===== config.mk =====
export PLATFORM = sky130hd
export DESIGN_NAME = i2c_expander_lcd_nibble_sequencer_top
export DESIGN_NICKNAME = d
export VERILOG_FILES = /design/src/lcdseq_pkg.sv /design/src/lcdseq_front.sv /design/src/lcdseq_queue.sv /design/src/lcdseq_back.sv /design/src/i2c_expander_lcd_nibble_sequencer_top.sv
export SDC_FILE = /design/constraint.sdc
export NUM_CORES = 1
export LEC_CHECK = 0
export BUFFER_PORTS_ARGS = -buffer_cell sky130_fd_sc_hd__clkbuf_2
export CAP_MARGIN = 10
export CORE_MARGIN = 2
export CORE_UTILIZATION = 45
export CTS_BUF_LIST = sky130_fd_sc_hd__clkbuf_4 sky130_fd_sc_hd__clkbuf_8
export DETAILED_ROUTE_END_ITERATION = 8
export HOLD_SLACK_MARGIN = 0.06
export SLEW_MARGIN = 20
export SYNTH_ARGS = -nofsm -noshare
export SYNTH_HDL_FRONTEND = slang
export SYNTH_SLANG_ARGS = --single-unit

===== constraint.sdc =====
create_clock -name clk -period 3.8 [get_ports clk]
set_clock_uncertainty 0.2 [all_clocks]
set_input_delay 0.57 -clock clk [delete_from_list [all_inputs] [get_ports clk]]
set_output_delay 0.57 -clock clk [all_outputs]
set_load 0.03 [all_outputs]

===== src/lcdseq_pkg.sv =====
package lcdseq_pkg;

    // Bus operation codes on the result channel.
    localparam logic [2:0] OP_START  = 3'd0;
    localparam logic [2:0] OP_WRITE  = 3'd1;
    localparam logic [2:0] OP_READ   = 3'd2;
    localparam logic [2:0] OP_STOP   = 3'd3;
    localparam logic [2:0] OP_RESULT = 3'd4;

    // Request kinds on the input channel.
    localparam logic [1:0] KIND_WRITE = 2'd0;
    localparam logic [1:0] KIND_READ  = 2'd1;
    localparam logic [1:0] KIND_BYTE  = 2'd2;

    // Command kinds passed from the front end to the sequencer.
    localparam logic [1:0] CMD_WRITE  = 2'd0;
    localparam logic [1:0] CMD_POLL   = 2'd1;
    localparam logic [1:0] CMD_FINISH = 2'd2;

    // Expander bit that drives the LCD enable strobe.
    localparam logic [7:0] EN_BIT = 8'h04;

    // Index of the final step of the longest sequence.
    localparam logic [3:0] STEP_MAX = 4'd11;

    typedef struct packed {
        logic [1:0] kind;
        logic       fs;
        logic [7:0] addr_w;
        logic [7:0] b0;
        logic [7:0] b1;
    } cmd_t;

    typedef struct packed {
        logic [2:0] op;
        logic [7:0] data;
        logic       last;
    } beat_t;

    typedef struct packed {
        logic       busy;
        logic [3:0] step;
    } seq_status_t;

    // One bus operation of a command, chosen by the step index.
    function automatic beat_t step_out(cmd_t c, logic [3:0] step);
        beat_t      b;
        logic [3:0] s;
        b.op   = OP_STOP;
        b.data = 8'h00;
        b.last = 1'b0;
        s      = step;
        case (c.kind)
            CMD_WRITE:
            begin
                // Without a function set the second high-nibble pass is skipped.
                if (!c.fs && step >= 4'd5)
                begin
                    s = step + 4'd3;
                end
                case (s)
                    4'd0:
                    begin
                        b.op = OP_START;
                    end
                    4'd1:
                    begin
                        b.op   = OP_WRITE;
                        b.data = c.addr_w;
                    end
                    4'd2, 4'd5:
                    begin
                        b.op   = OP_WRITE;
                        b.data = c.b0;
                    end
                    4'd3, 4'd6:
                    begin
                        b.op   = OP_WRITE;
                        b.data = c.b0 | EN_BIT;
                    end
                    4'd4, 4'd7:
                    begin
                        b.op   = OP_WRITE;
                        b.data = c.b0 & ~EN_BIT;
                    end
                    4'd8:
                    begin
                        b.op   = OP_WRITE;
                        b.data = c.b1;
                    end
                    4'd9:
                    begin
                        b.op   = OP_WRITE;
                        b.data = c.b1 | EN_BIT;
                    end
                    4'd10:
                    begin
                        b.op   = OP_WRITE;
                        b.data = c.b1 & ~EN_BIT;
                    end
                    default:
                    begin
                        b.op   = OP_STOP;
                        b.last = 1'b1;
                    end
                endcase
            end
            CMD_POLL:
            begin
                case (s)
                    4'd0, 4'd5:
                    begin
                        b.op = OP_START;
                    end
                    4'd1:
                    begin
                        b.op   = OP_WRITE;
                        b.data = c.addr_w;
                    end
                    4'd2:
                    begin
                        b.op   = OP_WRITE;
                        b.data = c.b0;
                    end
                    4'd3:
                    begin
                        b.op   = OP_WRITE;
                        b.data = c.b1;
                    end
                    4'd4:
                    begin
                        b.op = OP_STOP;
                    end
                    4'd6:
                    begin
                        b.op   = OP_WRITE;
                        b.data = c.addr_w | 8'h01;
                    end
                    4'd7:
                    begin
                        b.op = OP_READ;
                    end
                    default:
                    begin
                        b.op   = OP_STOP;
                        b.last = 1'b1;
                    end
                endcase
            end
            CMD_FINISH:
            begin
                case (s)
                    4'd0:
                    begin
                        b.op = OP_START;
                    end
                    4'd1:
                    begin
                        b.op   = OP_WRITE;
                        b.data = c.addr_w;
                    end
                    4'd2:
                    begin
                        b.op   = OP_WRITE;
                        b.data = c.b0;
                    end
                    4'd3:
                    begin
                        b.op = OP_STOP;
                    end
                    default:
                    begin
                        b.op   = OP_RESULT;
                        b.data = c.b1;
                        b.last = 1'b1;
                    end
                endcase
            end
            default:
            begin
                b.op   = OP_STOP;
                b.last = 1'b1;
            end
        endcase
        return b;
    endfunction

endpackage


===== src/lcdseq_front.sv =====
module lcdseq_front
    import lcdseq_pkg::*;
(
    input  logic       clk,
    input  logic       rst_n,
    input  logic       in_valid,
    output logic       in_ready,
    input  logic [1:0] kind,
    input  logic       reg_select,
    input  logic [7:0] data_byte,
    input  logic       cfg_write_en,
    input  logic [6:0] cfg_write_data,
    input  logic       full,
    output logic       push,
    output cmd_t       push_cmd
);

    localparam logic [1:0] PH_IDLE = 2'd0;
    localparam logic [1:0] PH_HIGH = 2'd1;
    localparam logic [1:0] PH_LOW  = 2'd2;

    logic [1:0] phase_reg, phase_next;
    logic [7:0] image_reg, image_next;
    logic [7:0] high_reg, high_next;
    logic [6:0] addr_reg;
    logic       accept;
    logic [7:0] v_high;
    logic [7:0] v_read;

    assign in_ready = !full;
    assign accept   = in_valid && !full;
    assign v_high   = {data_byte[7:4], 4'b1000} | {7'd0, reg_select};
    assign v_read   = reg_select ? 8'hFB : 8'hFA;

    // The front end tracks the port image and read phase at accept time, so
    // each command leaves here with every byte it needs already worked out.
    always_comb
    begin
        phase_next      = phase_reg;
        image_next      = image_reg;
        high_next       = high_reg;
        push            = 1'b0;
        push_cmd.kind   = CMD_WRITE;
        push_cmd.fs     = 1'b0;
        push_cmd.addr_w = {addr_reg, 1'b0};
        push_cmd.b0     = 8'h00;
        push_cmd.b1     = 8'h00;
        if (accept)
        begin
            case (kind)
                KIND_WRITE:
                begin
                    if (phase_reg == PH_IDLE)
                    begin
                        push          = 1'b1;
                        push_cmd.kind = CMD_WRITE;
                        push_cmd.fs   = !reg_select && data_byte[5] && !data_byte[4];
                        push_cmd.b0   = v_high;
                        push_cmd.b1   = {data_byte[3:0], v_high[3:0]};
                        image_next    = {data_byte[3:0], v_high[3:0]};
                    end
                end
                KIND_READ:
                begin
                    if (phase_reg == PH_IDLE)
                    begin
                        push          = 1'b1;
                        push_cmd.kind = CMD_POLL;
                        push_cmd.b0   = v_read;
                        push_cmd.b1   = v_read | EN_BIT;
                        image_next    = v_read | EN_BIT;
                        phase_next    = PH_HIGH;
                    end
                end
                KIND_BYTE:
                begin
                    if (phase_reg == PH_HIGH)
                    begin
                        push          = 1'b1;
                        push_cmd.kind = CMD_POLL;
                        push_cmd.b0   = image_reg & ~EN_BIT;
                        push_cmd.b1   = image_reg | EN_BIT;
                        image_next    = image_reg | EN_BIT;
                        high_next     = {data_byte[7:4], 4'h0};
                        phase_next    = PH_LOW;
                    end
                    else if (phase_reg == PH_LOW)
                    begin
                        push          = 1'b1;
                        push_cmd.kind = CMD_FINISH;
                        push_cmd.b0   = image_reg & ~EN_BIT;
                        push_cmd.b1   = {high_reg[7:4], data_byte[7:4]};
                        image_next    = image_reg & ~EN_BIT;
                        phase_next    = PH_IDLE;
                    end
                end
                default:
                begin
                    push = 1'b0;
                end
            endcase
        end
    end

    always_ff @(posedge clk or negedge rst_n)
    begin
        if (!rst_n)
        begin
            phase_reg <= PH_IDLE;
            image_reg <= 8'h00;
            high_reg  <= 8'h00;
            addr_reg  <= 7'd32;
        end
        else
        begin
            phase_reg <= phase_next;
            image_reg <= image_next;
            high_reg  <= high_next;
            if (cfg_write_en)
            begin
                addr_reg <= cfg_write_data;
            end
        end
    end

endmodule


===== src/lcdseq_queue.sv =====
module lcdseq_queue
    import lcdseq_pkg::*;
#(
    parameter int DEPTH = 2
)
(
    input  logic                       clk,
    input  logic                       rst_n,
    input  logic                       push,
    input  cmd_t                       push_cmd,
    output logic                       full,
    input  logic                       pop,
    output logic                       pop_valid,
    output cmd_t                       pop_cmd,
    output logic [$clog2(DEPTH+1)-1:0] count
);

    localparam int PW = $clog2(DEPTH);
    localparam int CW = $clog2(DEPTH + 1);
    localparam logic [PW-1:0] PTR_LAST = PW'(DEPTH - 1);
    localparam logic [CW-1:0] CNT_FULL = CW'(DEPTH);

    cmd_t          entry_reg [DEPTH];
    logic [PW-1:0] wr_ptr_reg, rd_ptr_reg;
    logic [CW-1:0] count_reg;
    logic          do_push, do_pop;

    assign full      = (count_reg == CNT_FULL);
    assign pop_valid = (count_reg != '0);
    assign pop_cmd   = entry_reg[rd_ptr_reg];
    assign count     = count_reg;
    assign do_push   = push && !full;
    assign do_pop    = pop && pop_valid;

    always_ff @(posedge clk)
    begin
        if (do_push)
        begin
            entry_reg[wr_ptr_reg] <= push_cmd;
        end
    end

    always_ff @(posedge clk or negedge rst_n)
    begin
        if (!rst_n)
        begin
            wr_ptr_reg <= '0;
            rd_ptr_reg <= '0;
            count_reg  <= '0;
        end
        else
        begin
            if (do_push)
            begin
                wr_ptr_reg <= (wr_ptr_reg == PTR_LAST) ? '0 : wr_ptr_reg + 1'b1;
            end
            if (do_pop)
            begin
                rd_ptr_reg <= (rd_ptr_reg == PTR_LAST) ? '0 : rd_ptr_reg + 1'b1;
            end
            if (do_push && !do_pop)
            begin
                count_reg <= count_reg + 1'b1;
            end
            else if (do_pop && !do_push)
            begin
                count_reg <= count_reg - 1'b1;
            end
        end
    end

endmodule


===== src/lcdseq_back.sv =====
module lcdseq_back
    import lcdseq_pkg::*;
(
    input  logic        clk,
    input  logic        rst_n,
    input  logic        q_valid,
    input  cmd_t        q_cmd,
    output logic        pop,
    output logic        out_valid,
    input  logic        out_ready,
    output logic [2:0]  bus_op,
    output logic [7:0]  bus_byte,
    output logic        last,
    output seq_status_t status
);

    cmd_t       cur_reg;
    logic       busy_reg;
    logic [3:0] step_reg;
    logic       out_valid_reg;
    beat_t      out_reg;
    beat_t      beat;
    logic       can_load;
    logic       advance;

    assign beat     = step_out(cur_reg, step_reg);
    assign can_load = !out_valid_reg || out_ready;
    assign advance  = busy_reg && can_load;
    // The next command is taken as the current one issues its final operation.
    assign pop      = q_valid && (!busy_reg || (advance && beat.last));

    assign out_valid   = out_valid_reg;
    assign bus_op      = out_reg.op;
    assign bus_byte    = out_reg.data;
    assign last        = out_reg.last;
    assign status.busy = busy_reg;
    assign status.step = step_reg;

    always_ff @(posedge clk)
    begin
        if (pop)
        begin
            cur_reg <= q_cmd;
        end
        if (advance)
        begin
            out_reg <= beat;
        end
    end

    always_ff @(posedge clk or negedge rst_n)
    begin
        if (!rst_n)
        begin
            busy_reg      <= 1'b0;
            step_reg      <= 4'd0;
            out_valid_reg <= 1'b0;
        end
        else
        begin
            if (pop)
            begin
                busy_reg <= 1'b1;
                step_reg <= 4'd0;
            end
            else if (advance)
            begin
                step_reg <= step_reg + 4'd1;
                if (beat.last)
                begin
                    busy_reg <= 1'b0;
                end
            end
            if (advance)
            begin
                out_valid_reg <= 1'b1;
            end
            else if (out_ready)
            begin
                out_valid_reg <= 1'b0;
            end
        end
    end

endmodule


===== src/i2c_expander_lcd_nibble_sequencer_top.sv =====
// Character-LCD request sequencer for an HD44780-style display in 4-bit mode
// behind an 8-bit I2C port expander (P0 RS, P1 RW, P2 EN, P3 backlight,
// P4..P7 D4..D7). Each request is turned into byte-level bus operations that
// an I2C master carries out: start, write byte, read byte with no-ack, stop,
// and a final LCD result for a completed status read. A write request costs
// 9 operations, or 12 for a function-set command whose high nibble is sent
// twice. A read request and the first returned byte cost 9 each, and the
// second returned byte costs 5, the last being the busy flag and address
// counter. Requests that arrive out of phase are accepted and dropped. The
// back-end sequencer emits one operation per clock while the receiver is
// ready; the front end keeps accepting requests into a short command queue
// while earlier ones are being played out.
module i2c_expander_lcd_nibble_sequencer_top
    import lcdseq_pkg::*;
#(
    parameter int QUEUE_DEPTH = 2
)
(
    input  logic       clk,
    input  logic       rst_n,
    input  logic       in_valid,
    output logic       in_ready,
    input  logic [1:0] kind,
    input  logic       reg_select,
    input  logic [7:0] data_byte,
    output logic       out_valid,
    input  logic       out_ready,
    output logic [2:0] bus_op,
    output logic [7:0] bus_byte,
    output logic       last,
    input  logic       cfg_write_en,
    input  logic [6:0] cfg_write_data
);

    logic                             push;
    cmd_t                             push_cmd;
    logic                             full;
    logic                             pop;
    logic                             q_valid;
    cmd_t                             q_cmd;
    logic [$clog2(QUEUE_DEPTH+1)-1:0] q_count;
    seq_status_t                      seq_status;

    // The front end classifies each request against the read phase and
    // precomputes the expander bytes for its command.
    lcdseq_front u_front
    (
        .clk            (clk),
        .rst_n          (rst_n),
        .in_valid       (in_valid),
        .in_ready       (in_ready),
        .kind           (kind),
        .reg_select     (reg_select),
        .data_byte      (data_byte),
        .cfg_write_en   (cfg_write_en),
        .cfg_write_data (cfg_write_data),
        .full           (full),
        .push           (push),
        .push_cmd       (push_cmd)
    );

    // The queue decouples request intake from the bus sequencer.
    lcdseq_queue #(
        .DEPTH (QUEUE_DEPTH)
    ) u_queue
    (
        .clk       (clk),
        .rst_n     (rst_n),
        .push      (push),
        .push_cmd  (push_cmd),
        .full      (full),
        .pop       (pop),
        .pop_valid (q_valid),
        .pop_cmd   (q_cmd),
        .count     (q_count)
    );

    // The back end steps through each command and drives a registered
    // output stage, one bus operation per cycle while the receiver is ready.
    lcdseq_back u_back
    (
        .clk       (clk),
        .rst_n     (rst_n),
        .q_valid   (q_valid),
        .q_cmd     (q_cmd),
        .pop       (pop),
        .out_valid (out_valid),
        .out_ready (out_ready),
        .bus_op    (bus_op),
        .bus_byte  (bus_byte),
        .last      (last),
        .status    (seq_status)
    );

`ifndef SYNTHESIS
    // The queue never holds more commands than it has entries.
    assert property (@(posedge clk) disable iff (!rst_n)
        q_count <= ($clog2(QUEUE_DEPTH+1))'(QUEUE_DEPTH))
        else $error("command queue overfilled");

    // No command sequence runs past its twelfth operation.
    assert property (@(posedge clk) disable iff (!rst_n)
        seq_status.busy |-> seq_status.step <= STEP_MAX)
        else $error("sequencer step out of range");

    // An LCD result always closes its request.
    assert property (@(posedge clk) disable iff (!rst_n)
        out_valid && bus_op == OP_RESULT |-> last)
        else $error("LCD result not marked last");

    // Start, read and stop operations carry no byte.
    assert property (@(posedge clk) disable iff (!rst_n)
        out_valid && (bus_op == OP_START || bus_op == OP_READ || bus_op == OP_STOP)
        |-> bus_byte == 8'h00)
        else $error("control operation carries a byte");
`endif

endmodule


==> impl_results.md <==
* Run status: completed
* Ports at 37
* Setup crit start: u_back.step_reg[0]
* Final period util at 85.9%
* Detailed-route wire length per cell at 17.0 um
* CTS Root Cell: clkbuf_8
* Nets at 502
* HP Class: in -> reg
* Clk Latency, worst-skew pair at 0.41 ns
* Drt pass-1 iters at 5
* Post-synth net total at 463
* Slew @ Worst Pin at 0.816 ns
* Wirelength, routed at 10600 um
* Hold Buf Count CTS at 1
* FF-to-FF path depth at 11
* Top post-synthesis cells by area: edfxtp_1 47%, dfrtp_1 13%, mux2_2 7.4%, ha_1 3.0%, nand2_1 2.7%
* Slew HR at 45.6%
* Effective utilization at floorplan at 46.0%
* Switching share of total power at 35.2%
* Crit path DAT at 3.40 ns
* H-tree Lvls at 4
* Post-DP HPWL at 7550 um
* Fill count at 1024
* Cell area after layout at 0.00626 mm^2
* Leading area contributor after synthesis: edfxtp_1
* RSZ-0062 raised after global routing: false
* Post-Syn Area at 0.00551 mm^2
* Maximum root-to-sink buffer count at 2
* Largest net degree at the start of global routing at 31
* Die area at 0.0131 mm^2
* Clock slew at reported path FFs at 0.07 ns
* Register Area at 0.00337 mm^2
* Width of the die at 115 um
* Setup crit end kind: flip-flop
* Commonest non-fill, non-tap cells in the layout: 87 x edfxtp_1, 40 x nand2_1, 36 x mux2_2, 36 x clkbuf_2, 28 x dfrtp_1
* TritonCTS clock tree: built
* Final TNS setup at 0 ns
* Max Cap Viol at 0
* Critical path class: reg -> reg
* Maximum vdd ir drop at 403 uV
* Vias in the first global route at 3419
* Crit start category: flip-flop
* Max FO, Critical Path at 13
* Global placement routability congestion at 0.921
* Slew Limit Fails at 0
* Chip height at 115 um
* Antenna diode count at 0
* Clock power frac at 24.3%
* Vias/cell at 5.50
* Residual DRC at 0
* Unique cell type count in the Yosys netlist at 60
* First-pass GRT wire length at 17500 um
* Max reg flops at 50
* Number of setup buffers added after CTS at 0
* Pwr/cell area at 818 mW/mm^2
* Ys flop type: edfxtp_1
* FF-to-FF End: u_queue.count[1]
* Post-synth EDFFs at 87
* Clk sinks at 117
* Setup slack, reg-to-reg at 0.53 ns
* Grt ovf at 0
* Post-DP Area at 0.00581 mm^2
* Share of post-route cells with drive strength above 1 at 26.1%
* RR Startpoint: u_back.step_reg[0]
* P_sw at 1.80 mW
* Most common cell after layout, fill and taps aside: edfxtp_1
* Area Growth Syn to Fin at 13.7%
* Final Hold Fails at 0
* Post_cts resized at 0
* Max frequency at 0.306 GHz
* All-Layer GR Usage at 17.5%
* Inserted Clock Buffers at 17
* Sequential-to-total area share from yosys stat at 61.1%
* Final Critical Period at 3.27 ns
* Synth top area share at 47.5%
* Logic pwr share at 34.0%
* PortBufs at 36
* Leakage at 2.35 nW
* Core area at 0.0120 mm^2
* WP data required at 3.93 ns
* Power Internal at 3.32 mW
* Sequential Power Share at 41.7%
* Fraction of registers with async set/reset at 25.6%
* Core Rows at 40
* Setup-failing EPs final at 0
* Footprint of the multi-input gates at 0.00200 mm^2
* Ys Warns at 0
* Synthesized flop and latch total at 117
* Vias at 3444
* DRT iter0 DRCs at 159
* Synth Instances at 427
* Initial antenna violation count at 0
* Power Total at 5.12 mW
* CP endpoint: u_queue.count[1]
* Mapped Avg Cell Area at 12.9 um^2
* Post-route ant nets at 0
[worst min-delay path by stage]
stage | start | endpoint | slack, ns | depth (start not counted)
floorplan | rst_n | u_back.busy_reg | 0.07 | 0
global placement | u_front.addr_reg[0] | u_queue.entry_reg[0][16] | 0.25 | 0
CTS | cfg_write_data[2] | u_front.addr_reg[2] | 0.15 | 2
detailed placement | u_front.addr_reg[6] | u_queue.entry_reg[0][22] | 0.26 | 0
finish | cfg_write_data[2] | u_front.addr_reg[2] | 0.18 | 2
global route | cfg_write_data[2] | u_front.addr_reg[2] | 0.16 | 2
[area by class of cell]
type / count / share of cell area, %
sequential: 117 / 53.8
clock buffer: 23 / 4.66
clock inverter: 9 / 2.38
multi-input combinational: 277 / 32.0
inverter: 12 / 0.720
timing repair buffer: 41 / 3.52
tap: 147 / 2.94
[cells in the mapped netlist, drive strengths merged, types with 2 or more instances]
cell type,count
a21oi,15
dfrtp,29
a222oi,6
ha,13
a211oi,3
or3,3
nor2b,8
a22oi,12
o21bai,2
o22ai,2
a22o,4
buf,4
nand2b,10
o211ai,4
a221oi,4
mux2i,5
a21o,4
nand2,40
a31oi,11
o21a,2
edfxtp,87
and2,5
a31o,2
o21ai,20
nor2,26
and3,6
xnor2,3
nand3,5
inv,12
nand4,2
a211o,2
mux2,36
nor4,3
clkbuf,17
xor2,7
[critical path: stages (launching register included)]
cell and delay, ns:
dfrtp_1 0.58, inv_1 0.14, ha_1 0.38, or4_4 0.63, a21oi_2 0.16, a2bb2oi_2 0.15
a31oi_2 0.08, a21oi_4 0.18, inv_1 0.05, ha_1 0.32, nor2_1 0.14, xor2_1 0.16
[cells by family after synthesis]
kind of cell / synth area share [%]
fa+ha+maj: 2.95
buf+inv: 2.55
flops: 61.1
xor+xnor: 1.59
mux: 8.27
simple gates: 10.5
compound gates: 13.0
[metrics by stage]
stage               hold WS [ns]  utilization (%)  std cells  setup WS, ns
finish                     0.184             52.3        626         0.535
global route               0.159             52.3        626         0.313
CTS                        0.150             52.3        626         0.522
detailed placement         0.261             48.5        593         0.545
global placement           0.246             48.5        593         0.645
floorplan                 0.0744                -        427         0.415
[power groups by stage]
stage	Combinational, mW	Sequential [mW]	Clock (mW)
detailed placement	1.74	2.16	0
global placement	1.74	2.15	0
floorplan	1.31	2.13	0
finish	1.74	2.13	1.24
global route	1.94	2.18	1.33
CTS	1.76	2.13	1.28
[metal layers]
metal	global-route usage, %	wire (um)	vias up
met1	22.9	4870	1640
met5	0	0	-
li1	-	-	1694
met2	28.2	5210	93
met4	5.93	169	0
met3	5.03	393	17
Power figures use the tool's default switching activity.
